==> src/rtl/risa_pkg.sv <==
`timescale 1ns / 1ps
// ----------------------------------------------------------------------------
// risa_pkg: shared types and constants of the slope angle unit
// Field widths, fixed-point formats, the CORDIC angle table and the item
// type that travels from the front end to the angle engine.
// ----------------------------------------------------------------------------
package risa_pkg;

  localparam int unsigned MAX_COLS_DEF = 2048;
  localparam int unsigned DEPTH_W      = 16;
  localparam int unsigned TRIG_W       = 16;
  localparam int unsigned CFG_W        = 12;
  localparam int unsigned WID_W        = CFG_W + 1;
  localparam int unsigned COORD_W      = 24;
  localparam int unsigned DIFF_W       = 25;
  localparam int unsigned NORM_W       = 30;
  localparam int unsigned CORDIC_W     = 34;
  localparam int unsigned Z_W          = 17;
  localparam int unsigned ANGLE_W      = 15;
  localparam int unsigned PEAK_W       = 16;
  localparam int unsigned STEP_W       = 4;
  localparam int unsigned PADDR_W      = 3;
  localparam int unsigned PDATA_W      = 32;

  localparam logic [ANGLE_W-1:0] ANGLE_MAX  = 15'd25736;
  localparam logic [PEAK_W-1:0]  PEAK_RESET = 16'hC000;
  localparam logic [STEP_W-1:0]  LAST_STEP  = 4'd15;
  localparam logic               REG_IMAGE_WIDTH = 1'b0;

  typedef struct packed {
    logic              first_row;
    logic [DIFF_W-1:0] dx;
    logic [DIFF_W-1:0] dy;
  } item_t;

  function automatic logic [ANGLE_W-1:0] atan_lut(input logic [STEP_W-1:0] i);
    logic [ANGLE_W-1:0] r;
    case (i)
      4'd0:    r = 15'd12868;
      4'd1:    r = 15'd7596;
      4'd2:    r = 15'd4014;
      4'd3:    r = 15'd2037;
      4'd4:    r = 15'd1023;
      4'd5:    r = 15'd512;
      4'd6:    r = 15'd256;
      4'd7:    r = 15'd128;
      4'd8:    r = 15'd64;
      4'd9:    r = 15'd32;
      4'd10:   r = 15'd16;
      4'd11:   r = 15'd8;
      4'd12:   r = 15'd4;
      4'd13:   r = 15'd2;
      4'd14:   r = 15'd1;
      default: r = 15'd0;
    endcase
    return r;
  endfunction

endpackage

==> src/rtl/risa_back.sv <==
`timescale 1ns / 1ps
// ----------------------------------------------------------------------------
// risa_back: iterative CORDIC angle engine with peak tracking
// Normalizes the differences, runs sixteen vectoring steps on one shared
// add/shift unit, clamps the angle and updates the running peak.
// ----------------------------------------------------------------------------
module risa_back (
  input  logic                           clk_i,
  input  logic                           rst_ni,
  input  logic                           q_valid_i,
  input  risa_pkg::item_t                q_item_i,
  output logic                           q_pop_o,
  output logic                           out_valid_o,
  input  logic                           out_ready_i,
  output logic [risa_pkg::ANGLE_W-1:0]   slope_o,
  output logic [risa_pkg::PEAK_W-1:0]    peak_o
);

  localparam logic [1:0] S_IDLE = 2'd0;
  localparam logic [1:0] S_NORM = 2'd1;
  localparam logic [1:0] S_ROT  = 2'd2;
  localparam logic [1:0] S_DONE = 2'd3;

  logic [1:0] state_q, state_d;
  logic [risa_pkg::NORM_W-1:0] nx_q, nx_d, ny_q, ny_d, n_or;
  logic signed [risa_pkg::CORDIC_W-1:0] cx_q, cx_d, cy_q, cy_d, sx, sy;
  logic signed [risa_pkg::Z_W-1:0] z_q, z_d, t_step;
  logic [risa_pkg::STEP_W-1:0] step_q, step_d;
  logic upd_q, upd_d;
  logic out_valid_q, out_valid_d;
  logic [risa_pkg::ANGLE_W-1:0] out_slope_q, out_slope_d, angle;
  logic signed [risa_pkg::PEAK_W-1:0] peak_q, peak_d, out_peak_q, out_peak_d;
  logic load;

  assign n_or   = nx_q | ny_q;
  assign sx     = cx_q >>> step_q;
  assign sy     = cy_q >>> step_q;
  assign t_step = $signed({2'b00, risa_pkg::atan_lut(step_q)});

  always_comb begin
    if (z_q[risa_pkg::Z_W-1]) begin
      angle = '0;
    end else if (z_q > $signed({2'b00, risa_pkg::ANGLE_MAX})) begin
      angle = risa_pkg::ANGLE_MAX;
    end else begin
      angle = z_q[risa_pkg::ANGLE_W-1:0];
    end
  end

  assign load        = (state_q == S_DONE) && (!out_valid_q || out_ready_i);
  assign q_pop_o     = (state_q == S_IDLE) && q_valid_i;
  assign out_valid_o = out_valid_q;
  assign slope_o     = out_slope_q;
  assign peak_o      = out_peak_q;

  always_comb begin
    state_d     = state_q;
    nx_d        = nx_q;
    ny_d        = ny_q;
    cx_d        = cx_q;
    cy_d        = cy_q;
    z_d         = z_q;
    step_d      = step_q;
    upd_d       = upd_q;
    peak_d      = peak_q;
    out_slope_d = out_slope_q;
    out_peak_d  = out_peak_q;
    out_valid_d = out_valid_q && !out_ready_i;
    case (state_q)
      S_IDLE: begin
        if (q_valid_i) begin
          upd_d = !q_item_i.first_row;
          nx_d  = risa_pkg::NORM_W'(q_item_i.dx);
          ny_d  = risa_pkg::NORM_W'(q_item_i.dy);
          if (q_item_i.first_row || q_item_i.dy == '0) begin
            z_d     = '0;
            state_d = S_DONE;
          end else if (q_item_i.dx == '0) begin
            z_d     = $signed({2'b00, risa_pkg::ANGLE_MAX});
            state_d = S_DONE;
          end else begin
            state_d = S_NORM;
          end
        end
      end
      S_NORM: begin
        if (n_or[risa_pkg::NORM_W-1]) begin
          cx_d    = risa_pkg::CORDIC_W'(nx_q);
          cy_d    = risa_pkg::CORDIC_W'(ny_q);
          z_d     = '0;
          step_d  = '0;
          state_d = S_ROT;
        end else if (n_or[risa_pkg::NORM_W-1 -: 8] == '0) begin
          nx_d = nx_q << 8;
          ny_d = ny_q << 8;
        end else if (n_or[risa_pkg::NORM_W-1 -: 4] == '0) begin
          nx_d = nx_q << 4;
          ny_d = ny_q << 4;
        end else begin
          nx_d = nx_q << 1;
          ny_d = ny_q << 1;
        end
      end
      S_ROT: begin
        if (cy_q > 0) begin
          cx_d = cx_q + sy;
          cy_d = cy_q - sx;
          z_d  = z_q + t_step;
        end else if (cy_q < 0) begin
          cx_d = cx_q - sy;
          cy_d = cy_q + sx;
          z_d  = z_q - t_step;
        end
        step_d = step_q + risa_pkg::STEP_W'(1);
        if (step_q == risa_pkg::LAST_STEP) begin
          state_d = S_DONE;
        end
      end
      S_DONE: begin
        if (load) begin
          if (upd_q && $signed({1'b0, angle}) > peak_q) begin
            peak_d = $signed({1'b0, angle});
          end
          out_slope_d = angle;
          out_peak_d  = (upd_q && $signed({1'b0, angle}) > peak_q) ?
                        $signed({1'b0, angle}) : peak_q;
          out_valid_d = 1'b1;
          state_d     = S_IDLE;
        end
      end
      default: begin
        state_d = S_IDLE;
      end
    endcase
  end

  always_ff @(posedge clk_i or negedge rst_ni) begin
    if (!rst_ni) begin
      state_q     <= S_IDLE;
      out_valid_q <= 1'b0;
      peak_q      <= risa_pkg::PEAK_RESET;
    end else begin
      state_q     <= state_d;
      out_valid_q <= out_valid_d;
      peak_q      <= peak_d;
    end
  end

  always_ff @(posedge clk_i) begin
    nx_q        <= nx_d;
    ny_q        <= ny_d;
    cx_q        <= cx_d;
    cy_q        <= cy_d;
    z_q         <= z_d;
    step_q      <= step_d;
    upd_q       <= upd_d;
    out_slope_q <= out_slope_d;
    out_peak_q  <= out_peak_d;
  end

endmodule
==> config.mk <==
export PLATFORM = sky130hd
export DESIGN_NAME = risa_back
export DESIGN_NICKNAME = d
export VERILOG_FILES = /design/src/rtl/risa_pkg.sv /design/src/rtl/risa_back.sv
export SDC_FILE = /design/constraint.sdc
export NUM_CORES = 1
export LEC_CHECK = 0
export BUFFER_PORTS_ARGS = -buffer_cell sky130_fd_sc_hd__buf_2
export CORE_MARGIN = 2
export CORE_UTILIZATION = 45
export DETAILED_ROUTE_END_ITERATION = 12
export MAX_ROUTING_LAYER = met4
export PLACE_DENSITY = 0.68
export SYNTH_ARGS = -nofsm -noshare
export SYNTH_HDL_FRONTEND = slang
export SYNTH_SLANG_ARGS = --single-unit
export TNS_END_PERCENT = 100
==> constraint.sdc <==
create_clock -name clk_i -period 6.81 [get_ports clk_i]
set_clock_uncertainty 0.2 [all_clocks]
set_input_delay 0.681 -clock clk_i [delete_from_list [all_inputs] [get_ports clk_i]]
set_output_delay 0.681 -clock clk_i [all_outputs]
set_load 0.01 [all_outputs]
* After elaboration in Yosys (flattened, before gate mapping) *
Memories as Yosys holds them, arrays and structs flattened. A register that Yosys moved wholly into a read port is not among the register bits.
Index checks and enable logic that the tools add are counted.

operators by class
  add/subtract/negate cells = 7
  order comparisons = 4
  eq/ne operators = 11
  shift-type cells = 2
  mux-type cells = 40
  bitwise logic cells = 1
  reductions and logical operators = 24

operators with widths
  operator                                                                        number
  30-bit two-way mux                                                              8
  34-bit two-way mux                                                              6
  34-bit case mux with 2 select lines                                             2
  30-bit case mux with 2 select lines                                             2
  17-bit two-way mux                                                              6
  34-bit adder                                                                    2
  34-bit by 4-bit >>> shifter with 34-bit output                                  2
  34-bit subtractor                                                               2
  17-bit case mux with 3 select lines                                             1
  25-bit logical NOT                                                              2
  34-bit by 1-bit > comparator with 1-bit output (second input constant)          1
  34-bit by 1-bit less-than comparator with 1-bit output (second input constant)  1
  15-bit two-way mux                                                              2
  30-bit bitwise OR                                                               1
  17-bit by 16-bit adder with 17-bit output                                       1
  17-bit by 16-bit > comparator with 1-bit output (second input constant)         1
  17-bit by 16-bit subtractor with 17-bit output                                  1
  16-bit > comparator                                                             1
  16-bit two-way mux                                                              1
  2-bit two-way mux                                                               6
  2-bit != test (second input constant)                                           5
  8-bit logical NOT                                                               1
  4-bit two-way mux                                                               2
  2-bit case mux with 4 select lines                                              1
  other kinds (19)                                                                31

storage, ports and cells
  register bits = 200
  ROM bits = 224
  bits of input ports = 55
  output and inout bits = 33
  word-level logic and storage cells = 102
  memories = 1

memories
  memory            words  bits a word  read ports  clocked after Yosys merged registers in  wr ports  RTL line        RTL
  (name not given)  16     14           1           1                                        0         risa_pkg.sv:38  case (i)

* Logic depth before layout (Yosys ltp) *
  depth in word-level cells = 6
  mapped depth = 27
  mapped depth without buffers = 22

* Worst setup path before layout *
OpenSTA, ideal clock, no wires.

  kind = register to register
  start = register step_q[0] (netlist name)
  end = register cy_q[32] (netlist name) (data pin)
  library setup time = 260 ps
  arrival time = 5297 ps
  required time = 6350 ps
  path slack = 1053 ps
  stages on the path, launching flop included = 24
  buffers on the path = 6
  clock period less this slack = 5757 ps
  path through = edfxtp_1 -> buf_2 -> inv_1 -> buf_2 -> buf_2 -> buf_1 -> clkbuf_1 -> buf_1 -> mux2_2 -> ha_1 -> and3_1 -> and2_1 -> a31oi_1 -> xnor2_1 -> ha_1 -> a21o_1 -> a21oi_1 -> o21ai_0 -> nor4_1 -> o41ai_1 -> nor3_1 -> a2111oi_0 -> a21oi_1 -> mux2i_1

on the way
  longest elaborated chain between the ends = 5
  elaborated cells on any way between the ends = 6
  classes of those cells = add/sub (2); shift (1); mux (3)

ends and longest elaborated chain
  element                                           RTL line          RTL
  start, declared                                   risa_back.sv:28   logic [risa_pkg::STEP_W-1:0] step_q, step_d;
  start signal, assigned                            risa_back.sv:155  step_q <= step_d;
  34-bit by 4-bit >>> shifter with 34-bit output *  risa_back.sv:36   assign sx = cx_q >>> step_q;
  34-bit adder                                      risa_back.sv:111  cy_d = cy_q + sx;
  34-bit two-way mux                                risa_back.sv:109  end else if (cy_q < 0) begin
  34-bit two-way mux *                              risa_back.sv:105  if (cy_q > 0) begin
  34-bit case mux with 2 select lines *             risa_back.sv:69   case (state_q)
  end signal, assigned                              risa_back.sv:153  cy_q <= cy_d;
  end, declared                                     risa_back.sv:26   logic signed [risa_pkg::CORDIC_W-1:0] cx_q, cx_d, cy_q, cy_d, sx, sy;

Mark *: on every way between the ends. The rest lies on a longest branch, timed or not. The select of a mux whose other input is x is not followed.
A chain may end at the register's enable or synchronous reset.

* Worst setup path in the final report *
  start = register step_q[0] (netlist name)
  end = register cy_q[30] (netlist name) (data pin)

The elaborated chain is that of the path after synthesis.

==> results.sh <==
export IMPL_outcome="complete, no violations"
export IMPL_multiInputGateArea_sq_um=13320
export IMPL_drc_violation_total_after_the_first_tritonroute_iteration=1926
export IMPL_final_cycle_utilization_of_the_critical_path_pct=90.39
export IMPL_ff2ff_setup_slack_ns=0.65
export IMPL_number_of_buffers_and_inverters_on_the_critical_path=2
export IMPL_number_of_global_route_vias_before_repair=17030
export IMPL_placedCellCount=2826
export IMPL_synth_cells=2225
export IMPL_cp_top_family="compound AO/OA/AOI/OAI gates"
export IMPL_drcViolationCount=0
export IMPL_postRouteWirelength_microns=63000
export IMPL_num_antenna_cells=0
export IMPL_postSynthAreaPerCell_sq_um=9.153
export IMPL_number_of_endpoints_with_negative_hold_slack_in_the_final_report=0
export IMPL_worstPathRequired_ns=6.89
export IMPL_syn2layout_area_growth_pct=8.988
export IMPL_clockRootBuffer="clkbuf_16"
export IMPL_grt_remaining_overflow=0
export IMPL_synth_enable_flop_cells=181
export IMPL_finish_utilization_pct=49.98
export IMPL_htree_levels=1
export IMPL_worstSetupEndpointType="register"
export IMPL_fillers=4069
export IMPL_detailedRoute_firstPassIterationCount=5
export IMPL_r2r_worst_path_cells=19
export IMPL_floorplan_initialDensity_pct=45.85
export IMPL_synth_area_sq_um=20370
export IMPL_synth_seq_area_share_pct=30.41
export IMPL_worst_setup_hold_path_clk_slew_ns=0.06
export IMPL_crit_chain="buf_4, mux2_2, mux2i_1, a21oi_1, o21ai_0, and3_4, and3_1, nor2_1, xnor2_1, ha_1, nand2_1, o21ai_0, nor4_1, o41ai_1, nor3_1, a2111oi_0, buf_4, o21a_1, o211ai_1"
export IMPL_tritoncts_num_buffers=25
export IMPL_final_period_minus_worst_setup_slack_ns=6.155
export IMPL_postSynth_asyncResetShare_pct=8.879
export IMPL_crit_type="register to register"
export IMPL_cts_repair_resize_count=0
export IMPL_min_delay_path_depth=2
export IMPL_wire_per_inst_microns=21.93
export IMPL_rows=77
export IMPL_reg2reg_from="step_q[0]"
export IMPL_yosysUniqueCellTypes=108
export IMPL_post_drt_via_cell_ratio=6.316
export IMPL_setup_violations_final=0
export IMPL_tritoncts="done"
export IMPL_critical_path_max_fanout=31
export IMPL_dp_final_hpwl_microns=46990
export IMPL_layoutNonFillerInstCount=2873
export IMPL_die_height_microns=216.7
export IMPL_top_level_ports=88
export IMPL_buffer_ports_inserted=87
export IMPL_holdPathEnd="nx_q[7]"
export IMPL_critical_path_slowest_cell="edfxtp_1"
export IMPL_clkSinkCount=214
export IMPL_core_area_sq_um=44410
export IMPL_cts_hold_buffers=1
export IMPL_postSynthRegisterBits=214
export IMPL_post_cts_setup_buffer_count=0
export IMPL_crit_path_max_incr_delay_ns=0.76
export IMPL_die_width_microns=216.7
export IMPL_clk_latency_ns=0.58
export IMPL_grt_pass1_wl_microns=98190
export IMPL_final_max_slew_violation_count=0
export IMPL_fin_tns_setup_ns=0
export IMPL_max_freq_mhz=162.5
export IMPL_hp_start="q_item_i[32]"
export IMPL_antenna_violations_before_repair=1
export IMPL_postRouteAntennaNets=0
export IMPL_register_area_sq_um=6193
export IMPL_rsz0062_at_grt="no"
export IMPL_max_cap_viol_count=0
export IMPL_place_congestion=0.9446
export IMPL_design_die_area_sq_um=46970
export IMPL_synth_net_count=2394
export IMPL_worstMarginPinSlew_ns=0.8407
export IMPL_hold_path_class="input port to register"
export IMPL_cts_buffer_depth=3
export IMPL_timing_rr_end="cy_q[30]"
export IMPL_pin_count_of_the_biggest_net_entering_global_routing=78
export IMPL_yosysWarnings=0
export IMPL_groute_usage_overall_pct=27.09
export IMPL_dominantRegCellSynth="edfxtp_1"
export IMPL_number_of_nets_in_the_layout=2431
export IMPL_slew_headroom_pct=43.95
export IMPL_route_vias_total=18150
export IMPL_drive_gt1_share_pct=17.27
export IMPL_crit_arrival_ns=6.24
export IMPL_start_kind="register"
## layout make-up
type | count | area share [%]
Timing Repair Buffer | 130 | 3.709
Clock inverter | 13 | 0.5806
Sequential cell | 214 | 27.90
Inverter | 79 | 1.336
Clock buffer | 33 | 3.134
Tap cell | 592 | 3.337
Multi-Input combinational cell | 1812 | 60.00
## cell families (layout without fill, tap and decap cells)
| kind of cell | after synthesis | after routing | synth area share [%] |
|---|---|---|---|
| AO/OA/AOI/OAI | 575 | 575 | 18.21 |
| XOR/XNOR | 120 | 120 | 5.228 |
| adder cells (fa/ha/maj) | 114 | 114 | 7.114 |
| buffers and inverters | 199 | 255 | 4.387 |
| flip-flops | 214 | 214 | 30.41 |
| multiplexers | 249 | 249 | 16.70 |
| AND/OR/NAND/NOR | 754 | 754 | 17.95 |
## layout by cell type (no fill, tap or decap), types with 34 or more instances in the layout
cell	Yosys	layout
a21o_1	34	34
a21oi_1	150	149
a31oi_1	60	59
buf_2	18	87
buf_4	4	37
edfxtp_1	181	181
ha_1	111	109
inv_1	76	74
mux2_2	114	114
mux2i_1	74	74
mux4_2	56	56
nand2_1	275	275
nand3_1	48	47
nor2_1	169	168
nor2b_1	34	34
nor3_1	36	36
o21ai_0	123	123
xnor2_1	70	70
xor2_1	49	49
## state kept, by name, indices dropped and copies added, names as in the netlist, 14 cells and up
name	cells
ny_q	30
peak_q	16
cy_q	34
peak_o	16
t_step	14
z_q	17
cx_q	34
nx_q	30
slope_o	15
## cells in the mapped netlist, drive strengths merged (59+ instances only)
cell type | number | area (sq um)
edfxtp | 181 | 5435
mux2 | 114 | 1284
inv | 77 | 289.0
mux2i | 76 | 777.0
clkbuf | 68 | 256.5
ha | 111 | 1389
nand2 | 276 | 1039
a31oi | 60 | 375.4
mux4 | 59 | 1340
o21ai | 131 | 659.4
a21oi | 151 | 759.5
xnor2 | 70 | 613.1
nor2 | 169 | 634.4
## per-stage QoR
stage               setup slack (ns)  instance area, sq um  hold slack, ns
finish                        0.6546                 22200          0.1971
global placement              0.9825                 21360          0.2890
floorplan                      1.053                 20370          0.1854
detailed placement            0.8791                 21360          0.2982
CTS                           0.8329                 22200          0.1751
global route                  0.3092                 22200          0.1986
## layer usage
| metal | vias to the layer above | global-route usage (%) | share of wire [%] |
|---|---|---|---|
| met5 | - | - | 0 |
| met4 | 0 | 7.694 | 2.7 |
| met3 | 101 | 3.592 | 8.1 |
| met2 | 821 | 40.16 | 44 |
| met1 | 8791 | 38.78 | 45 |
| li1 | 8432 | - | - |
## how the worst max path moves through the flow
stage	depth (start not counted)	end	slack, ns	start
finish	19	cy_q[30]	0.65	step_q[0]
detailed placement	19	cy_q[30]	0.88	step_q[0]
global route	19	cy_q[30]	0.31	step_q[0]
CTS	19	cy_q[30]	0.83	step_q[0]
global placement	19	cy_q[31]	0.98	step_q[0]
floorplan	23	cy_q[32]	1.05	step_q[0]
Power is not shown: default switching activity piles up to over one toggle a cycle in this logic, so the estimate is an artifact.
