## config.mk

```make
export PLATFORM = sky130hd
export DESIGN_NAME = risa_fifo
export DESIGN_NICKNAME = d
export VERILOG_FILES = /design/src/rtl/risa_pkg.sv /design/src/rtl/risa_fifo.sv
export SDC_FILE = /design/constraint.sdc
export NUM_CORES = 1
export LEC_CHECK = 0
export ABC_CLOCK_PERIOD_IN_PS = 3400
export BUFFER_PORTS_ARGS = -buffer_cell sky130_fd_sc_hd__buf_2
export CORE_ASPECT_RATIO = 0.7
export CORE_MARGIN = 5
export CORE_UTILIZATION = 46
export DETAILED_ROUTE_END_ITERATION = 8
export PLACE_DENSITY_LB_ADDON = 0.15
export SYNTH_ARGS = -nofsm -noshare
export SYNTH_HDL_FRONTEND = slang
export SYNTH_SLANG_ARGS = --single-unit
```

## constraint.sdc

```tcl
create_clock -name clk_i -period 3.4 [get_ports clk_i]
set_clock_uncertainty 0.15 [all_clocks]
set_input_delay 0.34 -clock clk_i [delete_from_list [all_inputs] [get_ports clk_i]]
set_output_delay 0.34 -clock clk_i [all_outputs]
set_load 0.05 [all_outputs]
```

## src/rtl/risa_pkg.sv

```systemverilog
`timescale 1ns / 1ps
// ----------------------------------------------------------------------------
// risa_pkg: shared types and constants of the slope angle unit
// Field widths, fixed-point formats, the CORDIC angle table and the item
// type that travels from the front end to the angle engine.
// ----------------------------------------------------------------------------
package risa_pkg;

  localparam int unsigned MAX_COLS_DEF = 2048;
  localparam int unsigned DEPTH_W      = 16;
  localparam int unsigned TRIG_W       = 16;
  localparam int unsigned CFG_W        = 12;
  localparam int unsigned WID_W        = CFG_W + 1;
  localparam int unsigned COORD_W      = 24;
  localparam int unsigned DIFF_W       = 25;
  localparam int unsigned NORM_W       = 30;
  localparam int unsigned CORDIC_W     = 34;
  localparam int unsigned Z_W          = 17;
  localparam int unsigned ANGLE_W      = 15;
  localparam int unsigned PEAK_W       = 16;
  localparam int unsigned STEP_W       = 4;
  localparam int unsigned PADDR_W      = 3;
  localparam int unsigned PDATA_W      = 32;

  localparam logic [ANGLE_W-1:0] ANGLE_MAX  = 15'd25736;
  localparam logic [PEAK_W-1:0]  PEAK_RESET = 16'hC000;
  localparam logic [STEP_W-1:0]  LAST_STEP  = 4'd15;
  localparam logic               REG_IMAGE_WIDTH = 1'b0;

  typedef struct packed {
    logic              first_row;
    logic [DIFF_W-1:0] dx;
    logic [DIFF_W-1:0] dy;
  } item_t;

  function automatic logic [ANGLE_W-1:0] atan_lut(input logic [STEP_W-1:0] i);
    logic [ANGLE_W-1:0] r;
    case (i)
      4'd0:    r = 15'd12868;
      4'd1:    r = 15'd7596;
      4'd2:    r = 15'd4014;
      4'd3:    r = 15'd2037;
      4'd4:    r = 15'd1023;
      4'd5:    r = 15'd512;
      4'd6:    r = 15'd256;
      4'd7:    r = 15'd128;
      4'd8:    r = 15'd64;
      4'd9:    r = 15'd32;
      4'd10:   r = 15'd16;
      4'd11:   r = 15'd8;
      4'd12:   r = 15'd4;
      4'd13:   r = 15'd2;
      4'd14:   r = 15'd1;
      default: r = 15'd0;
    endcase
    return r;
  endfunction

endpackage

```

## src/rtl/risa_fifo.sv

```systemverilog
`timescale 1ns / 1ps
// ----------------------------------------------------------------------------
// risa_fifo: two-entry queue between front end and angle engine
// Holds pixel differences so that intake and the CORDIC stall on their own.
// ----------------------------------------------------------------------------
module risa_fifo (
  input  logic            clk_i,
  input  logic            rst_ni,
  input  logic            push_i,
  input  risa_pkg::item_t push_item_i,
  output logic            full_o,
  input  logic            pop_i,
  output risa_pkg::item_t pop_item_o,
  output logic            empty_o
);

  risa_pkg::item_t slot_q [2];
  logic       wr_ptr_q, rd_ptr_q;
  logic [1:0] count_q;

  assign full_o     = (count_q == 2'd2);
  assign empty_o    = (count_q == 2'd0);
  assign pop_item_o = slot_q[rd_ptr_q];

  always_ff @(posedge clk_i or negedge rst_ni) begin
    if (!rst_ni) begin
      wr_ptr_q <= 1'b0;
      rd_ptr_q <= 1'b0;
      count_q  <= 2'd0;
    end else begin
      if (push_i) begin
        wr_ptr_q <= ~wr_ptr_q;
      end
      if (pop_i) begin
        rd_ptr_q <= ~rd_ptr_q;
      end
      if (push_i && !pop_i) begin
        count_q <= count_q + 2'd1;
      end else if (pop_i && !push_i) begin
        count_q <= count_q - 2'd1;
      end
    end
  end

  always_ff @(posedge clk_i) begin
    if (push_i) begin
      slot_q[wr_ptr_q] <= push_item_i;
    end
  end

endmodule

```

; ---- Yosys cells after proc, flatten, opt, wreduce, memory -nomap -nowiden
; Memory sizes are Yosys's and may differ from the RTL's.
; Cells that the tools add are included.
[totals]
mem_count = 1
register_bits = 4
out_inout_bits = 53
mem_bits_rw = 102
wordCells = 19
input_bits = 55
[op_classes]
addsub = 2
n_eq_ne = 1
bitwise = 2
reduce_logical = 6
muxes = 4
[memory_table]
columns = name, depth, width, read_ports, rd_clocked_by_memory_dff, write_ports, line_no
row1 = slot_q, 2, 51, 1, 0, 1, risa_fifo.sv:17  ; risa_pkg::item_t slot_q [2];
[ops]
columns = op, n
row1 = $mux W2, 2
row2 = $add A2 B1 Y2 const B, 1
row3 = $eq A2 B2 Y1 const B, 1
row4 = $logic_and A1 B1 Y1, 2
row5 = $logic_not A1 Y1, 2
row6 = $logic_not A2 Y1, 1
row7 = $mux W1, 2
row8 = $not A1 Y1, 2
row9 = $reduce_bool A2 Y1, 1
row10 = $sub A2 B1 Y2 const B, 1

; ---- Logic depth before layout (Yosys ltp)
; Gate-level depths: netlist (run 1).
[depth]
depth_word = 4
mapped_depth = 5
mapped_depth_nobuf = 5

; ---- Worst setup path before layout (run 1)
; No wires, ideal clock.
[synth_path]
kind = reg-to-reg
startpoint = register wr_ptr_q
endpoint = memory slot_q[0][0] (netlist name), enable pin
setup_time_ns = 0.466
period_less_slack_ns = 3.292
t_arrival_ns = 2.676
t_required_ns = 2.784
path_stages_with_launch = 2
path_buffers = 0
slack_ns = 0.108
path_cell_list = dfrtp_1 -> nor2b_1
[synth_lines]
columns = element, line_no
row1 = "start, declared", risa_fifo.sv:18  ; logic wr_ptr_q, rd_ptr_q;
row2 = "start signal, assigned", risa_fifo.sv:32  ; wr_ptr_q <= ~wr_ptr_q;
row3 = "end, declared", risa_fifo.sv:17
; Straight into the memory's write port.

==> reports/results.ini, run 1 <==
[place]
io_buffers=107
dp.final_hpwl_um=4810
placed_area_um2=4750
place.gp.congestion=0.676

[clocking]
numCtsBuffers=9
post_cts_resized=0
clk_path_buf_depth=2
clkSinkCount=106
clkTransAtPathRegs_ns=0.06
clkLatencyLatePin_ns=0.34
cts_root_buffer=clkbuf_16
cts_max_level=3
cts_tree=done

[floorplan]
core-area_um2=8580
rows=28
pin_count=108
initial_core_util=0.480
dieArea_um2=11000
die_h_um=89.2
fp.dieW_um=123

[yosys]
synthesis.area_um2=4120
yosys-top-cells-area=edfxtp_1 (74%), mux2_4 (18%), buf_12 (2.4%)
yosys.area.top_type=edfxtp_1
synth.net_count=231
ys_seq_area_frac=0.768
ys_ff_latch=106
syn_inst=175
synth.distinct_cells=13
postSynthAreaPerCell_um2=23.5
yosysTopAreaCellShare=0.744
ys.warnings.count=0

[worst_setup_path]
rr_startpoint=wr_ptr_q
startpoint=rd_ptr_q
rrSetupSlack_ns=1.55
arrival_ns=1.95
end_kind=output port
reg2reg_to=slot_q[1][17]
worstRegToRegCells=2
critPathKind=reg2out
cp.required_ns=2.91
cp-endpoint=pop_item_o[9]
crit_fanout=28
start_kind=flip-flop

[power]
power.leakage_nw=2.05
power_density_nw_per_um2=976
finalPower_mw=4.92
ir_drop_uv=591

[route]
antenna_left=0
firstDrtPassIters=4
wl_met3_um=545
wire_per_inst_um=16.8
drc_errors=0
vias=1925
routed.top_layer=met5
wl_met2_um=3210
wl_met1_um=3150
drtIter0Drc=99
vias_per_cell=4.62
wirelength_um=7010

[sta]
rsz0062_at_grt=false
slew_viol_final=0
min_period_over_period=0.716
max_freq_mhz=411
setup-violations-final=0
worst_pin_slew_ns=0.654
layout_min_cycle_time_ns=2.44
hold_ws_ns=0.0324
finalSetupTns_ns=0
finalHoldViolCount=0
relSlewSlack=0.564

[global_route]
grt_pass1_wl_um=10500
track_usage=0.135
gr-total-overflow=0
antenna_found_initial=1
grt_pass1_vias=2038
grt_max_degree=42

[final_layout]
antenna_cells=0
layout-drive-gt1-share=0.606
layout.nets=348
syn_to_final_growth_pct=22.4
fin_area_um2=5040

[hold_path]
hold_path_class=in2reg
holdPathStages=1

[run_status]
status=completed

[job]
max_cap_viol_count=0

how the worst min path moves through the flow:
stage	startpoint	end	slack (ns)
finish	push_item_i[28]	slot_q[1][28]	0.03
global route	push_item_i[1]	slot_q[0][1]	0.01
CTS	push_item_i[47]	slot_q[0][47]	0.01
detailed placement	rst_ni	count_q[1]	0.003
global placement	rst_ni	count_q[1]	0.002
floorplan	rst_ni	count_q[0]	-0.11
per-layer routing:
metal  global-route usage  vias up
met5                    0        -
met4               0.0482        2
met3               0.0639       12
met2                0.205       68
met1                0.170      929
li1                     -      914
registers in the layout, summed over array words and instances, names as in the netlist:
name      cells
count_q       2
slot_q      102
rd_ptr_q      1
wr_ptr_q      1
placed cells by master (no fill, tap or decap):
cell,count
xnor2_1,1
mux2_4,49
mux2_2,2
edfxtp_1,102
clkinv_2,2
clkinv_1,1
nor2b_4,1
dlygate4sd3_1,1
clkbuf_16,9
clkinvlp_4,2
dfrtp_1,3
clkbuf_8,2
xor2_1,4
buf_2,107
dfrtp_4,1
and2_2,1
nor2b_1,1
buf_4,3
buf_12,1
nor2_1,2
inv_1,1
ha_1,1
synth_stat cells:
cell type and instances:
buf_12 5, xor2_1 4, xnor2_1 1, buf_6 1
dfrtp_1 4, mux2_4 49, ha_1 1, nor2_1 2
and2_1 1, mux2_2 2, inv_1 1, nor2b_1 2
edfxtp_1 102
layout make-up:
cell class / instances / area [um2]
inverter: 1 / 3.75
timing repair buffer: 112 / 588
tap: 120 / 150
sequential: 106 / 3170
fill: 656 / 3540
clock buffer: 11 / 253
multi-input combinational: 62 / 850
clock inverter: 5 / 28.8
stage by stage:
step / setup slack, ns / utilization / std cells
after CTS: 0.913 / 0.587 / 417
after global routing: 0.867 / 0.587 / 417
after floorplan: 0.108 / - / 175
final: 0.964 / 0.587 / 417
after global placement: 1.29 / 0.553 / 400
after detailed placement: 1.30 / 0.553 / 400
critical path, stage by stage, from the launching register on:
cell and delay (ns):
dfrtp_4 0.76, buf_12 0.28, mux2_4 0.32, buf_2 0.21
cell families after synthesis:
| kind of cell | Yosys count | synth area share |
|---|---|---|
| AND/OR/NAND/NOR | 5 | 0.00638 |
| adder cells (fa/ha/maj) | 1 | 0.00304 |
| multiplexers | 51 | 0.184 |
| flip-flops | 106 | 0.768 |
| buffers and inverters | 7 | 0.0279 |
| XOR/XNOR | 5 | 0.0106 |
timing repair:
item / in CTS / in global routing
hold endpoints to repair: 4 / 0
hold buffers: 1 / 0
setup buffers: 0 / 0
report_power, final:
part	leakage (nW)	switching (mW)	internal (mW)	total [mW]
Combinational	0.912	1.37	0.686	2.06
Sequential	1.00	0.163	1.74	1.90
Clock	0.135	0.426	0.531	0.957
(Power assumes the default switching activity.)
==> inputs of run 2 (changes only) <==
--- a/config.mk
+++ b/config.mk
@@ -5,7 +5,7 @@
 export SDC_FILE = /design/constraint.sdc
 export NUM_CORES = 1
 export LEC_CHECK = 0
-export ABC_CLOCK_PERIOD_IN_PS = 3400
+export ABC_CLOCK_PERIOD_IN_PS = 1950
 export BUFFER_PORTS_ARGS = -buffer_cell sky130_fd_sc_hd__buf_2
 export CORE_ASPECT_RATIO = 0.7
 export CORE_MARGIN = 5
==> constraint.sdc (replaced) <==
create_clock -name clk_i -period 1.95 [get_ports clk_i]
set_clock_uncertainty 0.15 [all_clocks]
set_input_delay 0.195 -clock clk_i [delete_from_list [all_inputs] [get_ports clk_i]]
set_output_delay 0.195 -clock clk_i [all_outputs]
set_load 0.05 [all_outputs]
==> run 2 against run 1 <==
Hold slack better by 0.023 ns. Largest cell class unchanged. Critical endpoint is now pop_item_o[19]. Final cell count is 14% higher. Non-clock buffer count increased by 57.
==> reports/results.ini, run 2 (same netlist as run 1, synthesis figures left out) <==
[power]
p_int_mw=5.54  ; was 2.96 mW
power.leakage_nw=2.35  ; was 2.05 nW
power.switching_mw=3.56  ; was 1.96 mW
power_density_nw_per_um2=1580  ; was 976 nW/um2
pwr-share-comb=0.467  ; was 0.418
ir_drop_uv=740  ; was 591 uV
power_frac_seq=0.351  ; was 0.387
power.share.switching=0.392  ; was 0.399
finalPower_mw=9.10  ; was 4.92 mW
power_frac_clock=0.183  ; was 0.195

[sta]
rsz0062_at_grt=true  ; was false
finalWorstSetupSlack_ns=0.0362  ; was 0.964 ns
layout_min_cycle_time_ns=1.91
worst_pin_slew_ns=0.429  ; was 0.654 ns
finalHoldViolCount=0  ; unchanged
min_period_over_period=0.981
max_freq_mhz=523
setup-violations-final=0  ; unchanged
relSlewSlack=0.714  ; was 0.564
slew_viol_final=0  ; unchanged

[route]
drc_errors=0  ; unchanged
vias_per_cell=4.56  ; was 4.62
wire_per_inst_um=16.4  ; was 16.8 um
drtIter0Drc=67  ; was 99
wirelength_um=7770  ; was 7010 um
vias=2160  ; was 1,925
firstDrtPassIters=4  ; unchanged
antenna_left=0  ; unchanged

[worst_setup_path]
path_cells=buf_12, mux2_4, buf_4  ; was buf_12, mux2_4, buf_2
start_kind=flip-flop  ; unchanged
rrSetupSlack_ns=0.50  ; was 1.55 ns
rr_startpoint=wr_ptr_q  ; unchanged
reg2reg_to=slot_q[0][33]  ; was slot_q[1][17]
cp.buffers_inverters=2  ; unchanged
cp-endpoint=pop_item_o[19]  ; was pop_item_o[9]
cp.required_ns=1.60  ; was 2.91 ns
worstRegToRegCells=2  ; unchanged
timing.critical_path.slowest_cell_delay_ns=0.52  ; was 0.76 ns
crit_fanout=23  ; was 28
end_kind=output port  ; unchanged
cp_top_family=flip-flops  ; unchanged
cp.depth=3  ; unchanged
startpoint=rd_ptr_q  ; unchanged
critPathKind=reg2out  ; unchanged
arrival_ns=1.57  ; was 1.95 ns
crit_slowest_cell=dfrtp_4  ; unchanged

[final_layout]
reg_top3=slot_q (102), count_q (2)  ; unchanged
final_common_cell=edfxtp_1  ; was buf_2
layout.nets=405  ; was 348
final_cell_mix=edfxtp_1 (102), buf_2 (63), dlygate4sd3_1 (54)  ; was buf_2 (107), edfxtp_1 (102), mux2_4 (49)
antenna_cells=0  ; unchanged
top_register=slot_q  ; unchanged
largest_register_ffs=102  ; unchanged
layout-drive-gt1-share=0.520  ; was 0.606
syn_to_final_growth_pct=39.9  ; was 22.4%
fin_area_um2=5760  ; was 5040 um2
fin_util=0.671  ; was 0.587

[place]
io_buffers=107  ; unchanged
pre_cts_slack_ns=0.248  ; was 1.30 ns
place.gp.congestion=0.704  ; was 0.676
placed_area_um2=4780  ; was 4750 um2
dp.final_hpwl_um=4800  ; was 4810 um

[floorplan]
die_h_um=89.2  ; unchanged
initial_core_util=0.480  ; unchanged
fp.dieW_um=123  ; unchanged
pin_count=108  ; unchanged
core-area_um2=8580  ; unchanged
dieArea_um2=11000  ; unchanged
rows=28  ; unchanged

[global_route]
grt_max_degree=32  ; was 42
track_usage=0.148  ; was 0.135
gr-total-overflow=0  ; unchanged
antenna_found_initial=0  ; was 1
grt_pass1_wl_um=11900  ; was 10,500 um
grt_pass1_vias=2323  ; was 2,038

[clocking]
numCtsBuffers=9  ; unchanged
cts_max_level=3  ; unchanged
cts_tree=done  ; unchanged
clkSinkCount=106  ; unchanged
cts_root_buffer=clkbuf_16  ; unchanged
clkTransAtPathRegs_ns=0.07  ; was 0.06 ns
clk_path_buf_depth=2  ; unchanged
clkLatencyLatePin_ns=0.34  ; about the same

[run_status]
status=completed  ; unchanged

[hold_path]
hold_path_class=in2async  ; was in2reg

[job]
max_cap_viol_count=0  ; unchanged

## run 2: final cells by class
type                    instances  area, um2
clock buffers                   9        225
clock inverters                 7       51.3
fillers                       583       2820
inverters                       1       3.75
multi-input cells              62        850
flip-flops and latches        106       3170
well taps                     120        150
repair buffers                169       1320
## run 2: layer usage
| metal | wire length (um) | GRT usage | vias up |
|---|---|---|---|
| met5 | 0 | 0 | - |
| met4 | 96 | 0.0573 | 0 |
| met3 | 516 | 0.0506 | 6 |
| met2 | 3910 | 0.252 | 71 |
| met1 | 3240 | 0.176 | 1052 |
| li1 | - | - | 1031 |
## run 2: worst register-to-register path: stages, from the launching register on
cell and delay, ns:
dfrtp_1 0.43, nor2b_4 0.13, buf_4 0.39
## run 2: how the worst min path moves through the flow
stage                      end  slack (ns)
global placement    count_q[1]       -0.14
global route        count_q[1]        0.05
CTS                 count_q[1]        0.02
finish              count_q[1]        0.06
floorplan           count_q[0]       -0.25
detailed placement  count_q[1]       -0.14
## run 2: per-stage QoR
step	cells	setup TNS [ns]	hold slack, ns
CTS	474	0	0.0229
global route	474	-0.0230	0.0527
detailed placement	402	0	-0.141
finish	474	0	0.0558
floorplan	175	0	-0.251
global placement	402	0	-0.142
## run 2: power groups by stage
| stage | sequential, mW | clock [mW] | combinational (mW) |
|---|---|---|---|
| finish | 3.19 | 1.66 | 4.24 |
| global route | 3.24 | 1.80 | 4.42 |
| CTS | 3.20 | 1.71 | 4.01 |
| detailed placement | 3.28 | 0 | 3.78 |
| global placement | 3.27 | 0 | 3.77 |
| floorplan | 3.18 | 0 | 3.30 |
## run 2: timing repair
| item | 4_1_cts | 5_1_grt |
|---|---|---|
| pin swaps | 0 | 0 |
| cloned | 0 | 0 |
| resized for setup | 10 | 80 |
| hold buffers | 54 | 0 |
| setup buffers | 2 | 0 |
| endpoints found under the hold margin | 108 | 0 |
| endpoints found under the setup margin | 42 | 43 |
==> inputs of run 3 (changes only) <==
--- a/config.mk
+++ b/config.mk
@@ -5,12 +5,11 @@
 export SDC_FILE = /design/constraint.sdc
 export NUM_CORES = 1
 export LEC_CHECK = 0
-export ABC_CLOCK_PERIOD_IN_PS = 1950
-export BUFFER_PORTS_ARGS = -buffer_cell sky130_fd_sc_hd__buf_2
 export CORE_ASPECT_RATIO = 0.7
 export CORE_MARGIN = 5
 export CORE_UTILIZATION = 46
 export DETAILED_ROUTE_END_ITERATION = 8
+export DONT_BUFFER_PORTS = 1
 export PLACE_DENSITY_LB_ADDON = 0.15
 export SYNTH_ARGS = -nofsm -noshare
 export SYNTH_HDL_FRONTEND = slang
==> run 3 against run 2 <==
Combinational power shrank 17%. Routed wire length down 8.6%. Utilization is 7.8 points lower. Sequential power about the same. Global-route usage is 1.1 points lower. Register-to-register slack worse by 0.03 ns. Fmax is 2.0% higher. Flip-flop and latch count stayed put. First-iteration DRC count decreased by 6.0%. Largest power group unchanged. Highest routed layer unchanged.
==> reports/results.ini, run 3 (same netlist as run 1, synthesis figures left out) <==
[run_status]
status=completed  ; unchanged

[hold_path]
holdPathStages=2
hold_path_class=in2reg  ; was in2async

[final_layout]
antenna_cells=0  ; unchanged
final_common_cell=edfxtp_1  ; unchanged
syn_to_final_growth_pct=23.7  ; was 39.9%
fin_area_um2=5090  ; was 5760 um2
largest_register_ffs=102  ; unchanged
reg_top3=slot_q (102), count_q (2)  ; unchanged
layout.nets=299  ; was 405
final_cell_mix=edfxtp_1 (102), dlygate4sd3_1 (55), mux2_4 (50)  ; was edfxtp_1 (102), buf_2 (63), dlygate4sd3_1 (54)
layout-drive-gt1-share=0.308  ; was 0.520
top_register=slot_q  ; unchanged
fill_cells=629  ; was 583
stdcell_count=367  ; was 474

[global_route]
gr-total-overflow=0  ; unchanged
grt_pass1_vias=2021  ; was 2,323
grt_max_degree=31  ; was 32
antenna_found_initial=0  ; unchanged
track_usage=0.136  ; was 0.148
grt_pass1_wl_um=10600  ; was 11,900 um

[floorplan]
pin_count=108  ; unchanged
fp.dieW_um=123  ; unchanged
rows=28  ; unchanged
dieArea_um2=11000  ; unchanged
initial_core_util=0.480  ; unchanged
core-area_um2=8580  ; unchanged
die_h_um=89.2  ; unchanged

[power]
power.leakage_nw=1.88  ; was 2.35 nW
p_int_mw=5.09  ; was 5.54 mW
power_frac_seq=0.381  ; was 0.351
power_density_nw_per_um2=1660  ; was 1580 nW/um2
pwr-share-comb=0.419  ; was 0.467
power_frac_clock=0.200  ; was 0.183
power.share.switching=0.397  ; was 0.392
power.switching_mw=3.35  ; was 3.56 mW
ir_drop_uv=778  ; was 740 uV

[place]
dp.final_hpwl_um=4700  ; was 4800 um
placed_cells_incl_taps=297  ; was 402
place.gp.congestion=0.676  ; was 0.704
io_buffers=0  ; was 107
placed_area_um2=4260  ; was 4780 um2

[clocking]
cts_tree=done  ; unchanged
cts_setup_buffers=0  ; was 2
cts_max_level=3  ; unchanged
clkTransAtPathRegs_ns=0.06  ; was 0.07 ns
clkLatencyLatePin_ns=0.33  ; was 0.34 ns
clk_path_buf_depth=2  ; unchanged
clkSinkCount=106  ; unchanged
numCtsBuffers=9  ; unchanged
cts_root_buffer=clkbuf_16  ; unchanged

[worst_setup_path]
start_kind=flip-flop  ; unchanged
critPathKind=reg2out  ; unchanged
cp.required_ns=1.60  ; about the same
crit_fanout=24  ; was 23
arrival_ns=1.53  ; was 1.57 ns
end_kind=output port  ; unchanged
worstRegToRegCells=2  ; unchanged

[route]
antenna_left=0  ; unchanged
vias=1777  ; was 2,160
wire_per_inst_um=19.3  ; was 16.4 um
vias_per_cell=4.84  ; was 4.56
wirelength_um=7100  ; was 7770 um
drtIter0Drc=63  ; was 67
firstDrtPassIters=4  ; unchanged
drc_errors=0  ; unchanged

[sta]
setup-violations-final=0  ; unchanged
worst_pin_slew_ns=0.418  ; was 0.429 ns
max_freq_mhz=533  ; was 523 MHz
hold_ws_ns=0.240  ; was 0.0558 ns
min_period_over_period=0.962  ; was 0.981
layout_min_cycle_time_ns=1.88  ; was 1.91 ns
slew_viol_final=0  ; unchanged
finalSetupTns_ns=0  ; unchanged
finalHoldViolCount=0  ; unchanged
relSlewSlack=0.721  ; was 0.714
rsz0062_at_grt=false  ; was true

[job]
max_cap_viol_count=0  ; unchanged

[run 3: changes by cell type in the layout (fill, tap and decap cells not counted), moves of 4 or more]
cell   change
buf_2     -63
buf_4     -32
inv_6      -4
buf_6     -12
[run 3: critical path: stages, from the launching register on]
cell and delay (ns):
dfrtp_4 0.52, buf_12 0.24, mux2_4 0.41
[run 3: layer usage]
layer / part of all wire / up-vias / global-route usage
li1: - / 813 / -
met1: 0.36 / 895 / 0.133
met2: 0.53 / 59 / 0.247
met3: 0.090 / 10 / 0.0626
met4: 0.019 / 0 / 0.0693
met5: 0 / - / 0
[run 3: final cells by class]
type	count	area, um2	share of cell area
sequential	106	3170	0.622
timing repair buffer	63	636	0.125
inverter	1	3.75	0.000737
clock buffer	9	225	0.0442
tap	120	150	0.0295
clock inverter	6	58.8	0.0115
multi-input combinational	62	853	0.168
[run 3: worst paths after layout]
| check | startpoint | to | slack (ns) |
|---|---|---|---|
| max | rd_ptr_q | pop_item_o[15] | 0.07 |
| max reg2reg | wr_ptr_q | slot_q[1][4] | 0.47 |
| min reg2reg | count_q[1] | count_q[1] | 0.37 |
| min in group asynchronous | rst_ni | rd_ptr_q | 0.53 |
| min | push_i | slot_q[0][49] | 0.24 |
| max in group asynchronous | rst_ni | rd_ptr_q | 0.92 |
[run 3: timing repair]
| item | in CTS | in global routing |
|---|---|---|
| endpoints found under the setup margin | 1 | 0 |
| hold buffers | 55 | 0 |
| hold endpoints to repair | 109 | 0 |
| gates resized for setup | 1 | 0 |
[run 3: power by group through the flow]
| stage | Sequential (mW) | Combinational [mW] | Clock (mW) |
|---|---|---|---|
| global placement | 3.24 | 3.42 | 0 |
| finish | 3.22 | 3.54 | 1.69 |
| floorplan | 3.18 | 3.30 | 0 |
| CTS | 3.22 | 3.59 | 1.74 |
| global route | 3.26 | 3.66 | 1.85 |
| detailed placement | 3.27 | 3.46 | 0 |
[run 3: through the flow]
stage	total power [mW]	util	worst slack (ns)
2_1_floorplan	6.48	-	0.196
3_3_place_gp	6.66	0.496	0.392
3_5_place_dp	6.73	0.496	0.379
4_1_cts	8.54	0.593	0.0444
5_1_grt	8.77	0.593	0.0205
6_report	8.44	0.593	0.0746
